--- config.mk ---
export PLATFORM = sky130hd
export DESIGN_NAME = iee_control
export DESIGN_NICKNAME = d
export VERILOG_FILES = /design/src/rtl/iee_pkg.sv /design/src/rtl/iee_control.sv
export SDC_FILE = /design/constraint.sdc
export NUM_CORES = 1
export LEC_CHECK = 0
export ABC_AREA = 1
export BUFFER_PORTS_ARGS = -buffer_cell sky130_fd_sc_hd__buf_4
export CAP_MARGIN = 20
export CORE_AREA = 2 2 46 48
export DETAILED_ROUTE_END_ITERATION = 6
export DIE_AREA = 0 0 48 50
export HOLD_SLACK_MARGIN = 0.06
export PLACE_DENSITY = 0.65
export SYNTH_ARGS = -nofsm -noshare
export SYNTH_HDL_FRONTEND = slang
export SYNTH_SLANG_ARGS = --single-unit
--- constraint.sdc ---
create_clock -name aclk -period 2.97 [get_ports aclk]
set_input_delay 0.1485 -clock aclk [delete_from_list [all_inputs] [get_ports aclk]]
set_output_delay 0.1485 -clock aclk [all_outputs]
set_load 0.01 [all_outputs]
--- src/rtl/iee_pkg.sv ---
package iee_pkg;

    localparam int STACK_DEPTH_DEF = 128;
    localparam int VALUE_WIDTH_DEF = 32;

    typedef struct packed {
        logic [7:0] character;
        logic       end_of_expression;
    } iee_in_t;

    typedef struct packed {
        logic signed [31:0] result_value;
        logic [1:0]         status;
    } iee_out_t;

    typedef enum logic [1:0] {
        ST_OK        = 2'd0,
        ST_DIV0      = 2'd1,
        ST_BADCHAR   = 2'd2,
        ST_MALFORMED = 2'd3
    } iee_status_t;

    typedef enum logic [2:0] {
        OP_ADD    = 3'd0,
        OP_SUB    = 3'd1,
        OP_MUL    = 3'd2,
        OP_DIV    = 3'd3,
        OP_LPAREN = 3'd4
    } iee_op_t;

    typedef enum logic [3:0] {
        S_IDLE,
        S_CHAR,
        S_RED_RD,
        S_RED_WAIT,
        S_RED_EXEC,
        S_DIV,
        S_RED_WB,
        S_END,
        S_OUT
    } iee_state_t;

    // Kind of character seen by the controller.
    typedef enum logic [2:0] {
        K_DIGIT,
        K_SPACE,
        K_LPAREN,
        K_RPAREN,
        K_OPER,
        K_BAD
    } iee_kind_t;

    // Why a reduction sequence is running.
    typedef enum logic [1:0] {
        R_OPER,
        R_RPAREN,
        R_END
    } iee_mode_t;

    typedef struct packed {
        logic       load_in;
        logic       digit;
        logic       flush;
        logic       push_op;
        logic       pop_op;
        logic       red_read;
        logic       red_exec;
        logic       div_step;
        logic       red_write;
        logic       set_err;
        iee_status_t err_code;
        logic       out_load;
        logic       clear;
    } iee_cmd_t;

    typedef struct packed {
        iee_kind_t  kind;
        logic       end_flag;
        logic       err;
        logic       num_busy;
        logic       op_empty;
        logic       top_lparen;
        logic       top_ge;
        logic       red_ok;
        logic       op_is_div;
        logic       div_zero;
        logic       div_done;
        logic       one_value;
    } iee_sts_t;

    function automatic logic is_high_prec(input logic [2:0] code);
        return (code == OP_MUL) || (code == OP_DIV);
    endfunction

endpackage

--- src/rtl/iee_control.sv ---
module iee_control
    import iee_pkg::*;
(
    input  logic     aclk,
    input  logic     aresetn,
    input  logic     s_valid,
    output logic     s_ready,
    output logic     m_valid,
    input  logic     m_ready,
    input  iee_sts_t sts,
    output iee_cmd_t cmd
);

    iee_state_t state_reg, state_next;
    iee_mode_t  mode_reg, mode_next;

    always_comb begin
        state_next = state_reg;
        mode_next  = mode_reg;
        case (state_reg)
            S_IDLE: if (s_valid) state_next = S_CHAR;
            S_CHAR: begin
                if (sts.end_flag) begin
                    state_next = S_END;
                end else if (sts.err || sts.kind == K_DIGIT || sts.kind == K_SPACE
                             || sts.kind == K_LPAREN || sts.kind == K_BAD
                             || sts.num_busy) begin
                    // a pending number is flushed first, then the character re-examined
                    state_next = (sts.num_busy && sts.kind != K_DIGIT && !sts.err)
                                 ? S_CHAR : S_IDLE;
                end else if (sts.kind == K_RPAREN) begin
                    mode_next  = R_RPAREN;
                    state_next = S_RED_RD;
                end else begin
                    mode_next  = R_OPER;
                    state_next = S_RED_RD;
                end
            end
            S_RED_RD: begin
                if (sts.err) begin
                    state_next = S_IDLE;
                end else if (sts.op_empty) begin
                    state_next = (mode_reg == R_END) ? S_OUT : S_IDLE;
                end else if (sts.top_lparen) begin
                    state_next = (mode_reg == R_END) ? S_OUT : S_IDLE;
                end else if (mode_reg == R_OPER && !sts.top_ge) begin
                    state_next = S_IDLE;
                end else if (!sts.red_ok) begin
                    state_next = (mode_reg == R_END) ? S_OUT : S_IDLE;
                end else begin
                    state_next = S_RED_WAIT;
                end
            end
            S_RED_WAIT: state_next = S_RED_EXEC;
            S_RED_EXEC: begin
                if (sts.op_is_div) begin
                    state_next = sts.div_zero ? ((mode_reg == R_END) ? S_OUT : S_IDLE)
                                              : S_DIV;
                end else begin
                    state_next = S_RED_WB;
                end
            end
            S_DIV: if (sts.div_done) state_next = S_RED_WB;
            S_RED_WB: state_next = S_RED_RD;
            S_END: begin
                mode_next  = R_END;
                state_next = (sts.err || !sts.num_busy) ? S_RED_RD : S_END;
                if (sts.err) state_next = S_OUT;
            end
            S_OUT: if (m_ready) state_next = S_IDLE;
            default: state_next = S_IDLE;
        endcase
    end

    always_comb begin
        cmd          = '0;
        cmd.err_code = ST_OK;
        s_ready      = (state_reg == S_IDLE);
        m_valid      = (state_reg == S_OUT);
        case (state_reg)
            S_IDLE: cmd.load_in = s_valid;
            S_CHAR: begin
                if (!sts.end_flag && !sts.err) begin
                    if (sts.kind == K_DIGIT) begin
                        cmd.digit = 1'b1;
                    end else if (sts.num_busy) begin
                        cmd.flush = 1'b1;
                    end else if (sts.kind == K_LPAREN) begin
                        cmd.push_op = 1'b1;
                    end else if (sts.kind == K_BAD) begin
                        cmd.set_err  = 1'b1;
                        cmd.err_code = ST_BADCHAR;
                    end
                end
            end
            S_RED_RD: begin
                if (!sts.err) begin
                    if (sts.op_empty) begin
                        if (mode_reg == R_OPER) begin
                            cmd.push_op = 1'b1;
                        end else if (mode_reg == R_RPAREN) begin
                            cmd.set_err  = 1'b1;
                            cmd.err_code = ST_MALFORMED;
                        end else if (!sts.one_value) begin
                            cmd.set_err  = 1'b1;
                            cmd.err_code = ST_MALFORMED;
                        end
                    end else if (sts.top_lparen) begin
                        if (mode_reg == R_OPER) begin
                            cmd.push_op = 1'b1;
                        end else if (mode_reg == R_RPAREN) begin
                            cmd.pop_op = 1'b1;
                        end else begin
                            cmd.set_err  = 1'b1;
                            cmd.err_code = ST_MALFORMED;
                        end
                    end else if (mode_reg == R_OPER && !sts.top_ge) begin
                        cmd.push_op = 1'b1;
                    end else if (!sts.red_ok) begin
                        cmd.set_err  = 1'b1;
                        cmd.err_code = ST_MALFORMED;
                    end else begin
                        cmd.red_read = 1'b1;
                    end
                end
            end
            S_RED_EXEC: begin
                cmd.red_exec = 1'b1;
                if (sts.op_is_div && sts.div_zero) begin
                    cmd.set_err  = 1'b1;
                    cmd.err_code = ST_DIV0;
                end
            end
            S_DIV: cmd.div_step = !sts.div_done;
            S_RED_WB: cmd.red_write = 1'b1;
            S_END: cmd.flush = sts.num_busy && !sts.err;
            S_OUT: begin
                cmd.out_load = 1'b0;
                cmd.clear    = m_ready;
            end
            default: ;
        endcase
        if (state_next == S_OUT && state_reg != S_OUT) cmd.out_load = 1'b1;
    end

    always_ff @(posedge aclk) begin
        if (!aresetn) begin
            state_reg <= S_IDLE;
            mode_reg  <= R_OPER;
        end else begin
            state_reg <= state_next;
            mode_reg  <= mode_next;
        end
    end

    a_ready_idle: assert property (@(posedge aclk) disable iff (!aresetn)
        s_ready |-> !m_valid) else $error("input taken while a result is pending");
    a_out_hold: assert property (@(posedge aclk) disable iff (!aresetn)
        (m_valid && !m_ready) |=> m_valid) else $error("result dropped before transfer");
    a_clear_out: assert property (@(posedge aclk) disable iff (!aresetn)
        cmd.clear |-> (m_valid && m_ready)) else $error("state cleared without transfer");

endmodule

Word level (Yosys, flattened, before mapping):

Cells that the tools add are included.

* bits in registers: 6
* input port bits: 18
* output and inout bits: 16
* logic and storage cells: 110

* eq/ne operators: 18
* multiplexer cells: 66
* reductions and logical operators: 24

Operators by type and width (count)
* two-way mux 3 bit: 20
* two-way mux 4 bit: 12
* case mux 4 bit (9 select lines): 1
* two-way mux 1 bit: 23
* == test 4 x 3 -> 1 bit (second input constant): 4
* two-way mux 2 bit: 6
* case mux 3 bit (3 select lines): 1
* == test 4 x 2 -> 1 bit (second input constant): 2
* == test 4 bit (second input constant): 2
* logical AND 1 bit: 7
* == test 3 x 2 -> 1 bit (second input constant): 2
* logical OR 1 bit: 6
* zero test 1 bit: 5
* == test 4 x 1 -> 1 bit (second input constant): 1
* zero test 4 bit: 1
* != test 2 bit (second input constant): 2
* != test 4 bit (second input constant): 1
* case mux 1 bit (2 select lines): 2
* case mux 2 bit (2 select lines): 1
* == test 3 x 1 -> 1 bit (second input constant): 1
* == test 3 bit (second input constant): 1
* zero test 3 bit: 1
* AND reduction 3 bit: 1
* nonzero test 3 bit: 1
* 4 further kinds: 4

Longest topological paths before layout:

* depth in word-level cells: 12
* mapped depth: 9
* depth with buffers taken out: 9

Least setup slack after synthesis:

No wires, ideal clock.

* kind: reg2out
* start: register state_reg[1]
* end: output cmd[1] (netlist name)
* data arrival time: 1.094 ns
* required time: 2.822 ns
* slack: 1.727 ns
* cell stages (with the launch flop): 8
* buffers on the path: 0
* cell sequence: dfxtp_1 inv_1 nand2_1 nor2_2 nand3_2 nand2_1 a21oi_1 nor2_1

RTL lines
* start, declared: line iee_control.sv:14 `iee_state_t state_reg, state_next;`
* start signal, assigned: line iee_control.sv:151 `state_reg <= state_next;`
* end, declared: line iee_control.sv:11 `output iee_cmd_t cmd`

==> metrics.txt <==
top area cells in the synthesized netlist dfxtp_1 16%, nand2_1 15%, nor2_1 14%; wire length on met3 120 um; final worst-path cycle share 55.33%; distinct cell type count after synthesis 21; Iter 0 DRT Violations 29; worst-case reg-to-reg path depth 6; clk buf depth 2; clk root buf clkbuf_4; via count 935; reg-to-reg endpoint mode_reg[1]; Synth Warn # 0; Hold Path Class in -> reg; routability cong. 0.8692; CTS tree done; sequential share of power around 30%; max reg flops 4; # fillers 220; Synth top area share between 10% and 20%; MaxCap Viol Count 0; vias per cell approximately 4.7; RSZ-0062 raised after global routing no; post-synthesis cell count 137; Site Rows 16; R2R Setup Slk between 1.5 and 2 ns; minimum clock period after layout ~1.6 ns; Synth Net Count 155; Placed Cells between 150 and 200; Sw Share between 30% and 40%; CP endpoint kind primary output; initial antenna violation count 0; die area between 0.002 and 0.0025 mm^2; DR top layer met4; Die Height 50 um; DRT met1 WL 941 um; Fmax 0.6085 GHz; Crit Path Category reg -> out; count leader, synth nand2_1; nets 193; CTS resizes 0; FF+latch area ~120 um^2; actual slew at the worst max-slew pin roughly 0.32 ns; core area 0.001902 mm^2; Post-synth top cells 30 x nand2_1, 28 x nor2_1, 21 x inv_1; number of global-route vias before repair 804; hold depth 3; # hold bufs at CTS 0; Critical Path Fanout Max 6; initial core utilization around two fifths; area post-placement between 0.001 and 0.0015 mm^2; Clock Sinks 6; met2 wire len between 900 and 1000 um; leading area contributor after synthesis dfxtp_1; Comb pwr share between 40% and 50%; CTS clk-pin slew, worst paths approximately 0.050 ns; skew final 0.007627 ns; layout cells sized above 1 between 30% and 40%; syn_area_per_cell around 5.3 um^2; R2R Path Start state_reg[3]; Area growth, synth to finish 41.75%; Worst VDD drop about 0.25 mV; min-delay src aresetn; WHS Endpoint state_reg[1]; Setup crit start kind flip-flop; ys async rst share 0%; Cell Pwr Density about 310 mW/mm^2; Port Buffers 33; Setup TNS 0 ns; Die W about 48 um; Cell Int Power approximately 0.19 mW; worst hold slack roughly 0.2 ns; pre-CTS WS 1.577 ns; TritonRoute pass-1 iters 4; CTS buffer count 3; largest net degree at the start of global routing 7; outcome finished, final reports clean; critical path arrival around 1.5 ns; number of I/O pins 34; # H-tree levels 1; first-pass GRT wire length 3208 um; # setup viols final 0; Tot GR Track Use a little under a fifth; Synth Cell Area 728.2 um^2; n_diodes 0; DP HPWL 1758 um; grt ovf 0; Max-slew headroom about four fifths; Sw Pwr around 0.12 mW; drt drc 0; Routed Wire Length just over 2000 um; fin area 0.001032 mm^2; Final Instance Count excl. Fillers 200; setup bufs post-CTS 0; Final Hold Vio Count 0; Critical Path RT between 2 and 3 ns; final worst setup slack 1.327 ns; WL per Instance around 10 um; Main synth FF type dfxtp_1; Slew Limit Fails 0; post-synthesis sequential area ratio between 10% and 20%; Post-synth EDFFs 0; Clk Latency, worst-skew pair 0.25 ns; Yosys reg bits 6; multi-input logic area approximately 500 um^2; Clk pwr share a little under a quarter; Lkg Pwr between 0.5 and 0.6 nW; Routed Antenna Nets 0
worst max path at each step:
stage	start	end	cells after the start
4_1_cts	state_reg[1]	cmd[1]	8
5_1_grt	state_reg[1]	cmd[1]	8
2_1_floorplan	state_reg[1]	cmd[1]	7
6_report	state_reg[1]	cmd[1]	8
3_5_place_dp	state_reg[1]	cmd[1]	8
3_3_place_gp	state_reg[0]	cmd[1]	8
cells in the final DEF (no fill, tap or decap):
| cell type | Yosys | routed |
|---|---|---|
| buf_4 | 0 | 33 |
| nand2_1 | 30 | 30 |
| nor2_1 | 28 | 28 |
| inv_1 | 21 | 21 |
| nand3_1 | 13 | 13 |
| inv_2 | 7 | 7 |
| nand2_2 | 6 | 6 |
| dfxtp_1 | 6 | 6 |
| a21oi_1 | 5 | 5 |
| nor2_4 | 3 | 3 |
| o21ai_0 | 3 | 3 |
| nand3_2 | 3 | 3 |
| clkbuf_4 | 0 | 3 |
| nor2_2 | 2 | 2 |
| nand4_1 | 2 | 2 |
| a21oi_2 | 1 | 1 |
| nor3_1 | 1 | 1 |
| o31ai_1 | 1 | 1 |
| o22ai_1 | 1 | 1 |
| nor4_1 | 1 | 1 |
| nand3b_1 | 1 | 1 |
| o211ai_1 | 1 | 1 |
| o21ai_1 | 1 | 1 |
cell families (layout without fill, tap and decap cells):
| family | after synthesis | in the layout | synth area share, % |
|---|---|---|---|
| AND/OR/NAND/NOR | 90 | 90 | 58.76 |
| buffers and inverters | 28 | 64 | 14.43 |
| AO/OA/AOI/OAI | 13 | 13 | 10.31 |
| flip-flops | 6 | 6 | 16.50 |
layer usage:
metal | up-vias | global-route usage, %
li1 | 502 | -
met1 | 406 | 24.18
met2 | 25 | 29.78
met3 | 2 | 2.198
met4 | 0 | 6.757
met5 | - | 0
power groups by stage:
stage                     combinational (mW)  sequential, mW  clock, mW
final                                  0.146          0.0952     0.0736
after floorplan                       0.0884          0.0954          0
after detailed placement               0.146          0.0965          0
after CTS                              0.146          0.0950     0.0778
after global routing                   0.165          0.0958     0.0833
after global placement                 0.145          0.0961          0
critical path: stages, from the launching register on:
cell	delay (ns)
dfxtp_1	0.46
inv_1	0.08
nand2_1	0.10
nor2_2	0.07
nand3_2	0.09
nand2_1	0.07
a21oi_1	0.18
nor2_1	0.06
buf_4	0.14
through the flow:
step	power, mW	utilization (%)
detailed placement	0.2423	53.09
floorplan	0.1837	-
CTS	0.3193	54.28
finish	0.3148	54.28
global route	0.3445	54.28
global placement	0.2407	53.09
cell type report:
cell class	count	area share, %
Clock buffer	3	2.182
Sequential cell	6	11.64
Tap cell	27	3.273
Inverter	28	10.18
Multi-Input combinational cell	103	48.73
Timing Repair Buffer	33	24.00
(Power assumes the default switching activity.)
